`src/rtl/jhsh_pkg.sv`:
```
// ----------------------------------------------------------------------------
// JPEG header segment hash package
// Shared constants, the parser phase type and the word that the front end
// hands to the hash engine.
// ----------------------------------------------------------------------------
`default_nettype none

package jhsh_pkg;

    // FNV-1a constants.
    localparam logic [31:0] FNV_BASIS = 32'd2166136261;
    localparam logic [31:0] FNV_PRIME = 32'd16777619;

    // Marker byte codes.
    localparam logic [7:0] MK_FILL = 8'hFF;
    localparam logic [7:0] MK_SOI  = 8'hD8;
    localparam logic [7:0] MK_SOS  = 8'hDA;
    localparam logic [7:0] MK_EOI  = 8'hD9;
    localparam logic [7:0] MK_DRI  = 8'hDD;
    localparam logic [7:0] MK_RST0 = 8'hD0;
    localparam logic [7:0] MK_RST7 = 8'hD7;
    localparam logic [7:0] MK_STUF = 8'h00;
    localparam logic [7:0] MK_TEM  = 8'h01;

    // Depth of the queue between the parser and the hash engine.
    localparam int QUEUE_DEPTH = 4;
    localparam int QUEUE_AW    = $clog2(QUEUE_DEPTH);
    localparam int QUEUE_CW    = $clog2(QUEUE_DEPTH + 1);

    // Parser phase.
    typedef enum logic [3:0] {
        PH_SOI0,
        PH_SOI1,
        PH_SCAN,
        PH_FILL,
        PH_LENHI,
        PH_LENLO,
        PH_PAYLOAD,
        PH_STOP,
        PH_REJECT
    } phase_t;

    // One word of work for the hash engine.
    typedef struct packed {
        logic [7:0]  data;      // byte to fold
        logic        fold;      // fold data into the segment hash
        logic        start;     // first fold of a segment starts from committed hash
        logic        commit;    // segment complete: committed hash takes segment hash
        logic        emit;      // frame end: deliver a result
        logic        zero;      // result is zero (not a JPEG or short frame)
        logic [15:0] restart;   // restart interval to deliver with the result
    } hash_op_t;

endpackage

`default_nettype wire

```
`src/rtl/jhsh_front.sv`:
```
// ----------------------------------------------------------------------------
// JPEG header segment hash: parser front end
// Walks the marker segments one byte per cycle while bytes are accepted, tracks segment lengths and the
// restart interval, and sends one hash word per byte that matters.
// ----------------------------------------------------------------------------
`default_nettype none

module jhsh_front (
    input  wire                    clk,
    input  wire                    rst_n,
    input  wire                    accept,
    input  wire  [7:0]             data_byte,
    input  wire                    last_byte,
    output logic                   op_push,
    output jhsh_pkg::hash_op_t     op
);

    jhsh_pkg::phase_t phase_reg, phase_next;
    logic [1:0]  byte_count_reg, byte_count_next;
    logic [15:0] pending_reg, pending_next;
    logic [15:0] restart_reg, restart_next;
    logic [15:0] remaining_reg, remaining_next;
    logic [2:0]  offset_reg, offset_next;
    logic [7:0]  marker_reg, marker_next;
    logic [7:0]  lenhi_reg, lenhi_next;

    logic        is_standalone;
    logic [15:0] seglen;
    logic [15:0] seglen_rem;
    logic [15:0] rem_dec;
    logic [15:0] pending_upd;
    logic [2:0]  offset_inc;
    logic        restart_take;
    logic [15:0] restart_after;

    // Decode of the current byte against the parser state.
    always_comb
    begin
        is_standalone = (data_byte inside {jhsh_pkg::MK_STUF, jhsh_pkg::MK_TEM,
                         [jhsh_pkg::MK_RST0:jhsh_pkg::MK_RST7]});
        seglen     = {lenhi_reg, data_byte};
        seglen_rem = seglen - 16'd2;
        rem_dec    = remaining_reg - 16'd1;
        if (offset_reg == 3'd2)
        begin
            pending_upd = {data_byte, 8'h00};
        end
        else if (offset_reg == 3'd3)
        begin
            pending_upd = pending_reg | {8'h00, data_byte};
        end
        else
        begin
            pending_upd = pending_reg;
        end
        offset_inc   = (offset_reg < 3'd4) ? offset_reg + 3'd1 : offset_reg;
        restart_take = (phase_reg == jhsh_pkg::PH_PAYLOAD) && (rem_dec == 16'd0) &&
                       (marker_reg == jhsh_pkg::MK_DRI) && (offset_inc >= 3'd4);
        restart_after = restart_take ? pending_upd : restart_reg;
    end

    // Next state of the parser.
    always_comb
    begin
        phase_next      = phase_reg;
        byte_count_next = byte_count_reg;
        pending_next    = pending_reg;
        restart_next    = restart_reg;
        remaining_next  = remaining_reg;
        offset_next     = offset_reg;
        marker_next     = marker_reg;
        lenhi_next      = lenhi_reg;
        if (accept)
        begin
            case (phase_reg)
                jhsh_pkg::PH_SOI0:
                begin
                    phase_next = (data_byte == jhsh_pkg::MK_FILL) ?
                                 jhsh_pkg::PH_SOI1 : jhsh_pkg::PH_REJECT;
                end
                jhsh_pkg::PH_SOI1:
                begin
                    phase_next = (data_byte == jhsh_pkg::MK_SOI) ?
                                 jhsh_pkg::PH_SCAN : jhsh_pkg::PH_REJECT;
                end
                jhsh_pkg::PH_SCAN:
                begin
                    if (data_byte == jhsh_pkg::MK_FILL)
                    begin
                        phase_next = jhsh_pkg::PH_FILL;
                    end
                end
                jhsh_pkg::PH_FILL:
                begin
                    if (data_byte == jhsh_pkg::MK_FILL)
                    begin
                        phase_next = jhsh_pkg::PH_FILL;
                    end
                    else if (data_byte == jhsh_pkg::MK_SOS || data_byte == jhsh_pkg::MK_EOI)
                    begin
                        phase_next = jhsh_pkg::PH_STOP;
                    end
                    else if (is_standalone)
                    begin
                        phase_next = jhsh_pkg::PH_SCAN;
                    end
                    else
                    begin
                        marker_next  = data_byte;
                        offset_next  = 3'd0;
                        pending_next = 16'd0;
                        phase_next   = jhsh_pkg::PH_LENHI;
                    end
                end
                jhsh_pkg::PH_LENHI:
                begin
                    lenhi_next  = data_byte;
                    offset_next = 3'd1;
                    phase_next  = jhsh_pkg::PH_LENLO;
                end
                jhsh_pkg::PH_LENLO:
                begin
                    offset_next = 3'd2;
                    if (seglen < 16'd2)
                    begin
                        phase_next = jhsh_pkg::PH_STOP;
                    end
                    else
                    begin
                        remaining_next = seglen_rem;
                        phase_next = (seglen_rem == 16'd0) ?
                                     jhsh_pkg::PH_SCAN : jhsh_pkg::PH_PAYLOAD;
                    end
                end
                jhsh_pkg::PH_PAYLOAD:
                begin
                    pending_next   = pending_upd;
                    offset_next    = offset_inc;
                    remaining_next = rem_dec;
                    restart_next   = restart_after;
                    if (rem_dec == 16'd0)
                    begin
                        phase_next = jhsh_pkg::PH_SCAN;
                    end
                end
                default:
                begin
                    phase_next = phase_reg;
                end
            endcase

            // The frame end returns the parser to its reset state.
            if (last_byte)
            begin
                phase_next      = jhsh_pkg::PH_SOI0;
                byte_count_next = 2'd0;
                pending_next    = 16'd0;
                restart_next    = 16'd0;
                remaining_next  = 16'd0;
                offset_next     = 3'd0;
                marker_next     = 8'h00;
                lenhi_next      = 8'h00;
            end
            else if (byte_count_reg != 2'd3)
            begin
                byte_count_next = byte_count_reg + 2'd1;
            end
        end
    end

    // Hash word for the engine.
    always_comb
    begin
        op.data    = data_byte;
        op.fold    = 1'b0;
        op.start   = 1'b0;
        op.commit  = 1'b0;
        op.emit    = last_byte;
        op.zero    = 1'b0;
        op.restart = 16'd0;
        case (phase_reg)
            jhsh_pkg::PH_SOI0:
            begin
                op.zero = (data_byte != jhsh_pkg::MK_FILL);
            end
            jhsh_pkg::PH_SOI1:
            begin
                op.zero = (data_byte != jhsh_pkg::MK_SOI);
            end
            jhsh_pkg::PH_FILL:
            begin
                if (data_byte != jhsh_pkg::MK_FILL && data_byte != jhsh_pkg::MK_SOS &&
                    data_byte != jhsh_pkg::MK_EOI && !is_standalone)
                begin
                    op.fold  = 1'b1;
                    op.start = 1'b1;
                end
            end
            jhsh_pkg::PH_LENHI:
            begin
                op.fold = 1'b1;
            end
            jhsh_pkg::PH_LENLO:
            begin
                op.fold   = 1'b1;
                op.commit = (seglen >= 16'd2) && (seglen_rem == 16'd0);
            end
            jhsh_pkg::PH_PAYLOAD:
            begin
                op.fold   = 1'b1;
                op.commit = (rem_dec == 16'd0);
            end
            jhsh_pkg::PH_REJECT:
            begin
                op.zero = 1'b1;
            end
            default:
            begin
                op.zero = 1'b0;
            end
        endcase
        if (byte_count_reg != 2'd3)
        begin
            op.zero = 1'b1;
        end
        if (!op.zero)
        begin
            op.restart = restart_after;
        end
        op_push = accept && (op.fold || op.commit || op.emit);
    end

    // Parser registers.
    always_ff @(posedge clk or negedge rst_n)
    begin
        if (!rst_n)
        begin
            phase_reg      <= jhsh_pkg::PH_SOI0;
            byte_count_reg <= 2'd0;
            pending_reg    <= 16'd0;
            restart_reg    <= 16'd0;
            remaining_reg  <= 16'd0;
            offset_reg     <= 3'd0;
            marker_reg     <= 8'h00;
            lenhi_reg      <= 8'h00;
        end
        else
        begin
            phase_reg      <= phase_next;
            byte_count_reg <= byte_count_next;
            pending_reg    <= pending_next;
            restart_reg    <= restart_next;
            remaining_reg  <= remaining_next;
            offset_reg     <= offset_next;
            marker_reg     <= marker_next;
            lenhi_reg      <= lenhi_next;
        end
    end

    // The frame end always leaves the parser waiting for a new SOI.
    a_frame_end_resets: assert property (@(posedge clk) disable iff (!rst_n)
        accept && last_byte |=> phase_reg == jhsh_pkg::PH_SOI0 && byte_count_reg == 2'd0)
        else $error("parser not back at frame start after last byte");

    // Payload bytes are only counted down while some remain.
    a_payload_nonzero: assert property (@(posedge clk) disable iff (!rst_n)
        phase_reg == jhsh_pkg::PH_PAYLOAD |-> remaining_reg != 16'd0)
        else $error("payload phase with nothing remaining");

endmodule

`default_nettype wire

```
`src/rtl/jhsh_op_queue.sv`:
```
// ----------------------------------------------------------------------------
// JPEG header segment hash: word queue
// Short first-in first-out queue of hash words between parser and engine.
// ----------------------------------------------------------------------------
`default_nettype none

module jhsh_op_queue (
    input  wire                    clk,
    input  wire                    rst_n,
    input  wire                    push,
    input  wire jhsh_pkg::hash_op_t push_op,
    output logic                   full,
    input  wire                    pop,
    output jhsh_pkg::hash_op_t     head_op,
    output logic                   empty
);

    jhsh_pkg::hash_op_t slots [jhsh_pkg::QUEUE_DEPTH];

    logic [jhsh_pkg::QUEUE_AW-1:0] wr_ptr_reg, wr_ptr_next;
    logic [jhsh_pkg::QUEUE_AW-1:0] rd_ptr_reg, rd_ptr_next;
    logic [jhsh_pkg::QUEUE_CW-1:0] count_reg, count_next;
    logic                          do_push;
    logic                          do_pop;

    // Status and pointer update.
    always_comb
    begin
        full    = (count_reg == jhsh_pkg::QUEUE_CW'(jhsh_pkg::QUEUE_DEPTH));
        empty   = (count_reg == '0);
        do_push = push && !full;
        do_pop  = pop && !empty;
        wr_ptr_next = do_push ? wr_ptr_reg + jhsh_pkg::QUEUE_AW'(1) : wr_ptr_reg;
        rd_ptr_next = do_pop ? rd_ptr_reg + jhsh_pkg::QUEUE_AW'(1) : rd_ptr_reg;
        count_next  = count_reg;
        if (do_push && !do_pop)
        begin
            count_next = count_reg + jhsh_pkg::QUEUE_CW'(1);
        end
        else if (do_pop && !do_push)
        begin
            count_next = count_reg - jhsh_pkg::QUEUE_CW'(1);
        end
        head_op = slots[rd_ptr_reg];
    end

    // Storage slots.
    always_ff @(posedge clk)
    begin
        if (do_push)
        begin
            slots[wr_ptr_reg] <= push_op;
        end
    end

    // Pointers and fill count.
    always_ff @(posedge clk or negedge rst_n)
    begin
        if (!rst_n)
        begin
            wr_ptr_reg <= '0;
            rd_ptr_reg <= '0;
            count_reg  <= '0;
        end
        else
        begin
            wr_ptr_reg <= wr_ptr_next;
            rd_ptr_reg <= rd_ptr_next;
            count_reg  <= count_next;
        end
    end

    // The fill count agrees with the pointer distance.
    a_count_matches_ptrs: assert property (@(posedge clk) disable iff (!rst_n)
        count_reg[jhsh_pkg::QUEUE_AW-1:0] == jhsh_pkg::QUEUE_AW'(wr_ptr_reg - rd_ptr_reg))
        else $error("queue count disagrees with pointers");

    // A lone push grows the queue by one word.
    a_push_grows: assert property (@(posedge clk) disable iff (!rst_n)
        do_push && !do_pop |=> count_reg == $past(count_reg) + jhsh_pkg::QUEUE_CW'(1))
        else $error("queue count did not grow on push");

endmodule

`default_nettype wire

```
`src/rtl/jhsh_back.sv`:
```
// ----------------------------------------------------------------------------
// JPEG header segment hash: hash engine
// Folds bytes into the FNV-1a segment hash, commits complete segments and
// holds the frame result in an output register.
// ----------------------------------------------------------------------------
`default_nettype none

module jhsh_back (
    input  wire                    clk,
    input  wire                    rst_n,
    input  wire                    op_valid,
    input  wire jhsh_pkg::hash_op_t op,
    output logic                   op_take,
    input  wire                    pop,
    output logic                   empty,
    output logic [31:0]            frame_hash,
    output logic [15:0]            dri_interval
);

    logic [31:0] seg_reg, seg_next;
    logic [31:0] committed_reg, committed_next;
    logic        out_valid_reg, out_valid_next;
    logic [31:0] out_hash_reg, out_hash_next;
    logic [15:0] out_restart_reg, out_restart_next;

    logic        out_take;
    logic [31:0] fold_base;
    logic [31:0] folded;
    logic [31:0] seg_upd;
    logic [31:0] committed_upd;

    // Word acceptance: a frame-end word waits until the output register frees.
    always_comb
    begin
        out_take = pop && out_valid_reg;
        op_take  = op_valid && !(op.emit && out_valid_reg && !out_take);
    end

    // At most one FNV-1a fold per word.
    always_comb
    begin
        fold_base     = op.start ? committed_reg : seg_reg;
        folded        = (fold_base ^ {24'h000000, op.data}) * jhsh_pkg::FNV_PRIME;
        seg_upd       = op.fold ? folded : seg_reg;
        committed_upd = op.commit ? seg_upd : committed_reg;
    end

    // Next state of the hash and the output register.
    always_comb
    begin
        seg_next         = seg_reg;
        committed_next   = committed_reg;
        out_valid_next   = out_valid_reg && !out_take;
        out_hash_next    = out_hash_reg;
        out_restart_next = out_restart_reg;
        if (op_take)
        begin
            seg_next       = seg_upd;
            committed_next = committed_upd;
            if (op.emit)
            begin
                seg_next         = jhsh_pkg::FNV_BASIS;
                committed_next   = jhsh_pkg::FNV_BASIS;
                out_valid_next   = 1'b1;
                out_hash_next    = op.zero ? 32'd0 : committed_upd;
                out_restart_next = op.restart;
            end
        end
    end

    // Result ports.
    always_comb
    begin
        empty        = !out_valid_reg;
        frame_hash   = out_hash_reg;
        dri_interval = out_restart_reg;
    end

    // Hash registers.
    always_ff @(posedge clk or negedge rst_n)
    begin
        if (!rst_n)
        begin
            seg_reg       <= jhsh_pkg::FNV_BASIS;
            committed_reg <= jhsh_pkg::FNV_BASIS;
            out_valid_reg <= 1'b0;
        end
        else
        begin
            seg_reg       <= seg_next;
            committed_reg <= committed_next;
            out_valid_reg <= out_valid_next;
        end
    end

    // Result payload.
    always_ff @(posedge clk)
    begin
        out_hash_reg    <= out_hash_next;
        out_restart_reg <= out_restart_next;
    end

    // A frame-end word always leaves a result waiting.
    a_emit_fills_output: assert property (@(posedge clk) disable iff (!rst_n)
        op_take && op.emit |=> out_valid_reg)
        else $error("frame end word did not produce a result");

    // A frame-end word restarts the committed hash.
    a_emit_clears_hash: assert property (@(posedge clk) disable iff (!rst_n)
        op_take && op.emit |=> committed_reg == jhsh_pkg::FNV_BASIS)
        else $error("committed hash not restarted at frame end");

endmodule

`default_nettype wire

```
`src/rtl/jpeg_header_segment_hash.sv`:
```
// ----------------------------------------------------------------------------
// JPEG header segment hash
// Parses the marker segments of a JPEG frame and delivers an FNV-1a hash of
// the complete header segments and the DRI restart interval at frame end.
// ----------------------------------------------------------------------------
// Throughput: one byte per cycle; the parser takes a byte every cycle while
// the four-word queue has room, and the hash engine does one fold per cycle
// while no frame-end word waits for the result register to free. The parser
// writes the frame-end word into the queue when it takes the last byte, and
// the engine then loads it from the queue head into the result register.
// Reset: asynchronous; the parser waits for SOI, queue and result are empty.
`default_nettype none

module jpeg_header_segment_hash (
    input  wire         clk,
    input  wire         rst_n,
    input  wire         push,
    output logic        full,
    input  wire  [7:0]  data_byte,
    input  wire         last_byte,
    output logic        empty,
    input  wire         pop,
    output logic [31:0] frame_hash,
    output logic [15:0] dri_interval
);

    jhsh_pkg::hash_op_t front_op;
    jhsh_pkg::hash_op_t head_op;
    logic               accept;
    logic               front_push;
    logic               queue_empty;
    logic               op_take;

    assign accept = push && !full;

    // Parser front end.
    jhsh_front u_front (
        .clk       (clk),
        .rst_n     (rst_n),
        .accept    (accept),
        .data_byte (data_byte),
        .last_byte (last_byte),
        .op_push   (front_push),
        .op        (front_op)
    );

    // Queue between parser and hash engine.
    jhsh_op_queue u_queue (
        .clk     (clk),
        .rst_n   (rst_n),
        .push    (front_push),
        .push_op (front_op),
        .full    (full),
        .pop     (op_take),
        .head_op (head_op),
        .empty   (queue_empty)
    );

    // Hash engine and result register.
    jhsh_back u_back (
        .clk          (clk),
        .rst_n        (rst_n),
        .op_valid     (!queue_empty),
        .op           (head_op),
        .op_take      (op_take),
        .pop          (pop),
        .empty        (empty),
        .frame_hash   (frame_hash),
        .dri_interval (dri_interval)
    );

endmodule

`default_nettype wire

```
`config.mk`:
```
export PLATFORM = sky130hd
export DESIGN_NAME = jpeg_header_segment_hash
export DESIGN_NICKNAME = d
export VERILOG_FILES = /design/src/rtl/jhsh_pkg.sv /design/src/rtl/jhsh_front.sv /design/src/rtl/jhsh_op_queue.sv /design/src/rtl/jhsh_back.sv /design/src/rtl/jpeg_header_segment_hash.sv
export SDC_FILE = /design/constraint.sdc
export NUM_CORES = 1
export LEC_CHECK = 0
export BUFFER_PORTS_ARGS = -buffer_cell sky130_fd_sc_hd__buf_2
export CAP_MARGIN = 20
export CORE_MARGIN = 2
export CORE_UTILIZATION = 57
export DETAILED_ROUTE_END_ITERATION = 7
export PLACE_DENSITY = 0.75
export REMOVE_ABC_BUFFERS = 1
export SYNTH_ARGS = -nofsm -noshare
export SYNTH_HDL_FRONTEND = slang
export SYNTH_SLANG_ARGS = --single-unit
```
`constraint.sdc`:
```
create_clock -name clk -period 6.6 [get_ports clk]
set_clock_uncertainty 0.2 [all_clocks]
set_input_delay 1.98 -clock clk [delete_from_list [all_inputs] [get_ports clk]]
set_output_delay 1.98 -clock clk [all_outputs]
set_load 0.005 [all_outputs]
```
# Word-level counts from Yosys, hierarchy flattened
# Memories as Yosys holds them, arrays and structs flattened.
# Cells that the tools add are included.
[totals]
regBits = 193
ramBits = 116
input_bits = 13
out_inout_bits = 50
elab_cells = 176
memories = 1
[mem_list]
columns = ["memory", "depth", "width", "rd", "rd_ports_with_merged_regs", "write_ports", "line_no", "rtl"]
rows = [
  ["u_queue.slots", 4, 29, 1, 0, 1, "jhsh_op_queue.sv:18", "jhsh_pkg::hash_op_t slots [jhsh_pkg::QUEUE_DEPTH];"],
]
[classes]
addsub = 8
mul = 1
order_cmp = 6
eq_ne = 30
mux = 57
bitwise = 2
reduce_logical = 55
[op_table]
columns = ["op", "n"]
rows = [
  ["$mux W16", 12],
  ["$mux W32", 5],
  ["$pmux W16 S2", 2],
  ["$mux W8", 7],
  ["$eq A8 B8 Y1 const B", 5],
  ["$logic_not A16 Y1", 2],
  ["$mul A32 B25 Y32 const B", 1],
  ["$mux W4", 8],
  ["$ne A8 B8 Y1 const B", 4],
  ["$xor A32 B8 Y32", 1],
  ["$pmux W4 S7", 1],
  ["$mux W3", 9],
  ["$logic_and A1 B1 Y1", 19],
  ["$ge A16 B2 Y1 const B", 1],
  ["$lt A16 B2 Y1 const B", 1],
  ["$or A16 B8 Y16", 1],
  ["$sub A16 B1 Y16 const B", 1],
  ["$sub A16 B2 Y16 const B", 1],
  ["$ne A3 B3 Y1 const B", 5],
  ["$reduce_and A5 Y1", 3],
  ["$eq A4 B3 Y1 const B", 3],
  ["$pmux W3 S4", 1],
  ["$reduce_bool A2 Y1", 5],
  ["$reduce_bool A3 Y1", 3],
  ["other kinds (30)", 58],
]

# Depth between registers and ports, before layout
[depth]
ltp_word = 15
depth_mapped = 27
depth_no_buf = 24

# Cells and area by module
# A second synthesis with hierarchy kept.
[unflattened]
hier_cells = 1813
area_unflattened_um2 = 20494.7
[modules_own_cells]
columns = ["module", "instances", "cells_each", "area_per_inst_um2", "seq_area_each_um2"]
rows = [
  ["jhsh_back", 1, 1065, 10929.2, 3103.0],
  ["jhsh_front", 1, 559, 4939.7, 1826.8],
  ["jhsh_op_queue", 1, 187, 4608.2, 3658.5],
  ["jpeg_header_segment_hash", 1, 2, 17.5, 0.0],
]

# Worst setup path before layout
# Ideal clock, no wire load.
[synth_path]
path_type = "register -> register"
start = "reg u_queue.rd_ptr_reg[0] (netlist name)"
end = "reg u_back.seg_reg[21]"
setup_ps = 122
arrival_time_ps = 6983
required_time_ps = 6278
path_slack_ps = -705
path_stages_with_launch = 26
n_path_buf = 4
period_less_slack_ps = 7305
path_cell_list = "dfrtp_1 > buf_6 > mux4_2 > buf_6 > clkbuf_1 > buf_1 > mux2i_1 > xnor2_1 > ha_1 > ha_1 > fa_1 > ha_1 > fa_1 > ha_1 > inv_1 > fa_1 > inv_1 > ha_1 > or4_1 > o22ai_1 > a21oi_1 > o21a_1 > o21a_1 > o21a_1 > or3_1 > a32o_1"
[synth_via]
elab_chain_cells = 6
elab_cells_between_ends = 10
classes_between = "mul (1); mux (3); bitwise (1); reduce/logical (4); memory (1)"
[synth_rtl]
columns = ["item", "line_no", "rtl"]
rows = [
  ["from (decl)", "jhsh_op_queue.sv:21", "logic [jhsh_pkg::QUEUE_AW-1:0] rd_ptr_reg, rd_ptr_next;"],
  ["from (signal assigned)", "jhsh_op_queue.sv:68", "rd_ptr_reg <= rd_ptr_next;"],
  ["$mem_v2 Z4 W29 *", "--", ""],
  ["$mux W32", "jhsh_back.sv:42", "fold_base = op.start ? committed_reg : seg_reg;"],
  ["$xor A32 B8 Y32", "jhsh_back.sv:43", "folded = (fold_base ^ {24'h000000, op.data}) * jhsh_pkg::FNV_PRIME;"],
  ["$mul A32 B25 Y32", "jhsh_back.sv:43", ""],
  ["$mux W32", "jhsh_back.sv:44", "seg_upd = op.fold ? folded : seg_reg;"],
  ["$mux W32", "jhsh_back.sv:60", "if (op.emit)"],
  ["to (signal assigned)", "jhsh_back.sv:84", "seg_reg <= jhsh_pkg::FNV_BASIS;"],
  ["to (signal assigned)", "jhsh_back.sv:90", "seg_reg <= seg_next;"],
  ["to (decl)", "jhsh_back.sv:20", "logic [31:0] seg_reg, seg_next;"],
]
# Mark *: on every way between the ends. The rest lies on a longest branch, timed or not.
# A chain may end at the register's enable or synchronous reset.

# Worst setup path in the final report
[layout_path]
start = "mem u_queue.slots[3][19] (netlist name)"
end = "reg u_back.out_hash_reg[20] (netlist: u_back.frame_hash[20]), data pin"
[layout_via]
elab_chain_cells = 6
[layout_rtl]
columns = ["item", "line_no", "rtl"]
rows = [
  ["from (decl)", "jhsh_op_queue.sv:18", ""],
  ["$mem_v2 Z4 W29", "--", ""],
  ["$mux W32", "jhsh_back.sv:42", ""],
  ["$xor A32 B8 Y32", "jhsh_back.sv:43", ""],
  ["$mul A32 B25 Y32", "jhsh_back.sv:43", ""],
  ["$mux W32", "jhsh_back.sv:44", ""],
  ["$mux W32", "jhsh_back.sv:45", "committed_upd = op.commit ? seg_upd : committed_reg;"],
  ["to (signal assigned)", "jhsh_back.sv:99", "out_hash_reg <= out_hash_next;"],
  ["to (decl)", "jhsh_back.sv:23", "logic [31:0] out_hash_reg, out_hash_next;"],
]
# No other way between the ends.

==> flow_summary.ini <==
[status]
run_status = finished, violations left
violations = negative setup slack

[floorplan]
floorplan.io_pins = 63
fp.dieW_um = 190
die_y_um = 190
initial_core_util_pct = 57.7
area_of_the_die_um2 = 36300
core.rowCount = 68
coreArea_um2 = 34400

[placement]
number_of_buffers_added_on_ports = 62
detailedPlacementHpwl_um = 36800
routability_congestion_estimate_from_global_placement = 0.998

[cts]
cts_hold_buffers_added = 0
root_buffer = clkbuf_16
worstSkewPairLatency_ns = 0.56
htree_levels = 2
cts-buffers-inserted = 35
cts_tree = yes
worst_setup_hold_path_clk_slew_ns = 0.06
clkSinkCount = 309
clock_path_buffers = 3

[grt]
grt-ovfl-total = 0
grt_pass1_vias = 16300
largest_net_degree_at_the_start_of_global_routing = 68
grt_use_total_pct = 30.9
antenna_found_initial = 1
wire_length_of_the_first_global_routing_pass_um = 86200

[logic_synthesis]
dominant_cell_type_by_area_after_synthesis = edfxtp_1
synth_seq_area_share_pct = 43.3
post_synth_instance_area_um2 = 19800
synth_top_cell_area_share_pct = 24.8
fraction_of_registers_with_async_set_reset_pct = 46.9
yosys.cell_types.count = 77
dominantRegCellSynth = edfxtp_1
synth-seq-cells = 309
yosys_warnings = 0
synth.area.top_cells = edfxtp_1 25%, dfrtp_1 15%, ha_1 12%
synthCells = 1841
count_of_flip_flops_with_a_built_in_enable_after_synthesis = 164
postSynthAreaPerCell_um2 = 10.8

[job]
maxCapViolCount = 0

[final_layout]
layout.cells.most_common_list = 191 x inv_1, 164 x edfxtp_1, 162 x buf_4
multiInputGateArea_um2 = 11600
n_antenna_cell = 0
fin_nets = 2328
flow.area_growth_from_synthesis_pct = 23.7
fillers = 2239
register_area_um2 = 8590
largest_register = u_queue.slots
share_of_final_layout_standard_cells_stronger_than_drive_strength_1_pct = 28.7
layout_utilization_pct = 71.3
commonest_non_fill_non_tap_cell_in_the_layout = inv_1
largest_register_ffs = 116

[route]
antenna_violating_nets_post_route = 0
initialDrtViolationCount = 1678
detail_route.first_pass.iterations = 6
drt_drc_violations_left = 0
post_drt_wl_per_cell_um = 24.2
via_count = 16100
routed_wl_um = 61100
dr_vias_cell = 6.35

[setup_path]
timing.setup.critical_path_class = register to register
endpoint_kind = register
path_common_cell = ha_4
timing.critical_path.from_type = register
timing.reg2reg.worst_path_depth = 25
cp_data_required_time_ns = 6.77
critical_path.reg2reg.endpoint = u_back.frame_hash[20]
critical_path_peak_fanout = 5
r2r_start = u_queue.slots[3][19]
crit_arrival_ns = 7.23
regToRegSetupSlack_ns = -0.46
cp_slowest_cell = fa_2
critPathMaxStageDelay_ns = 0.60

[min_path]
hold-path-cell-count = 2
worst_hold_startpoint = u_front.marker_reg[1]
min_to = u_front.marker_reg[1]
hold_path_class = register to register

[sta]
maxSlewHeadroom_pct = 2.17
final-setup-viol-count = 53
fin_ws_ns = -0.459
period_minus_slack_ns = 7.06
post-route-period-util_pct = 107
grt_setup_unrepaired = yes
timing_worst_slew_pin_value_ns = 1.47
report.final.hold_viol_count = 0
timing_max_transition_violations_final = 0
timing.fmax_mhz = 142
[Yosys cell counts (10+ instances only)]
cell type	count
fa_1	75
nand2_1	147
a22o_1	26
nand2b_1	14
or3_1	10
dfrtp_1	117
a31oi_1	12
buf_1	12
a211oi_1	23
o21ai_0	112
xnor2_1	50
nor3_1	29
mux2_2	27
clkbuf_1	57
inv_1	210
mux2i_1	27
dfstp_2	28
ha_1	193
a21oi_1	107
edfxtp_1	164
xor2_1	21
o31ai_1	12
nor2_1	162
o21a_1	11
a21o_1	15
mux4_2	26
[how the worst max path moves through the flow]
stage	cells past startpoint	slack [ns]	endpoint	from
after floorplan	21	-1.39	u_back.frame_hash[30]	u_queue.rd_ptr_reg[0]
after global placement	23	-0.52	u_back.frame_hash[29]	u_queue.rd_ptr_reg[0]
after detailed placement	23	-0.62	u_back.frame_hash[29]	u_queue.rd_ptr_reg[0]
after CTS	24	-0.06	u_back.frame_hash[31]	u_queue.slots[3][19]
after global routing	25	-0.47	u_back.frame_hash[16]	u_queue.rd_ptr_reg[0]
final	25	-0.46	u_back.frame_hash[20]	u_queue.slots[3][19]
[cell type report]
cell class | instances | area share [%]
clock inverter | 20 | 0.755
timing repair buffer | 249 | 7.61
sequential | 309 | 35.0
inverter | 211 | 3.24
multi-input combinational | 1241 | 47.3
tap | 455 | 2.32
clock buffer | 43 | 3.70
[kinds of logic after synthesis]
group           synth area share [%]
buf+inv                         5.64
xor+xnor                        3.33
mux                             6.05
simple gates                    9.98
compound gates                  11.9
flops                           43.3
fa+ha+maj                       19.8
[per-stage QoR]
stage / area [um^2] / hold slack, ns / cells / setup WS, ns / TNS, ns
after detailed placement: 21400 / 0.264 / 2410 / -0.619 / -12.09
after global routing: 24500 / 0.315 / 2528 / -0.471 / -15.10
final: 24500 / 0.279 / 2528 / -0.459 / -11.51
after CTS: 23700 / 0.278 / 2507 / -0.0618 / -0.215
after global placement: 21400 / 0.252 / 2409 / -0.516 / -7.52
after floorplan: 19500 / 0.241 / 1761 / -1.39 / -57.13
[repair_timing]
action,in CTS,in global routing
pin swaps,109,99
setup buffers,35,26
cloned,1,0
setup endpoints to repair,44,50
gates resized for setup,163,110
[critical path, delay by kind of cell (launching register included)]
family,cells,cell delay [ns]
adders and majority gates,8,2.87
AOI/OAI and AO/OA,6,1.27
and+or+nand+nor,1,0.13
muxes,3,0.95
DFF,1,0.39
xor gates and xnor gates,2,0.51
buffers and inverters,5,0.54
[layer usage]
metal	global-route usage (%)	vias to the layer above	share of wire (%)
met5	0	-	0
met4	18.7	0	6.8
met3	4.55	312	8.6
met2	52.1	1029	48
met1	37.6	7846	37
li1	-	6863	-
Power is not shown: default switching activity piles up to over one toggle a cycle in this logic, so the estimate is an artifact.
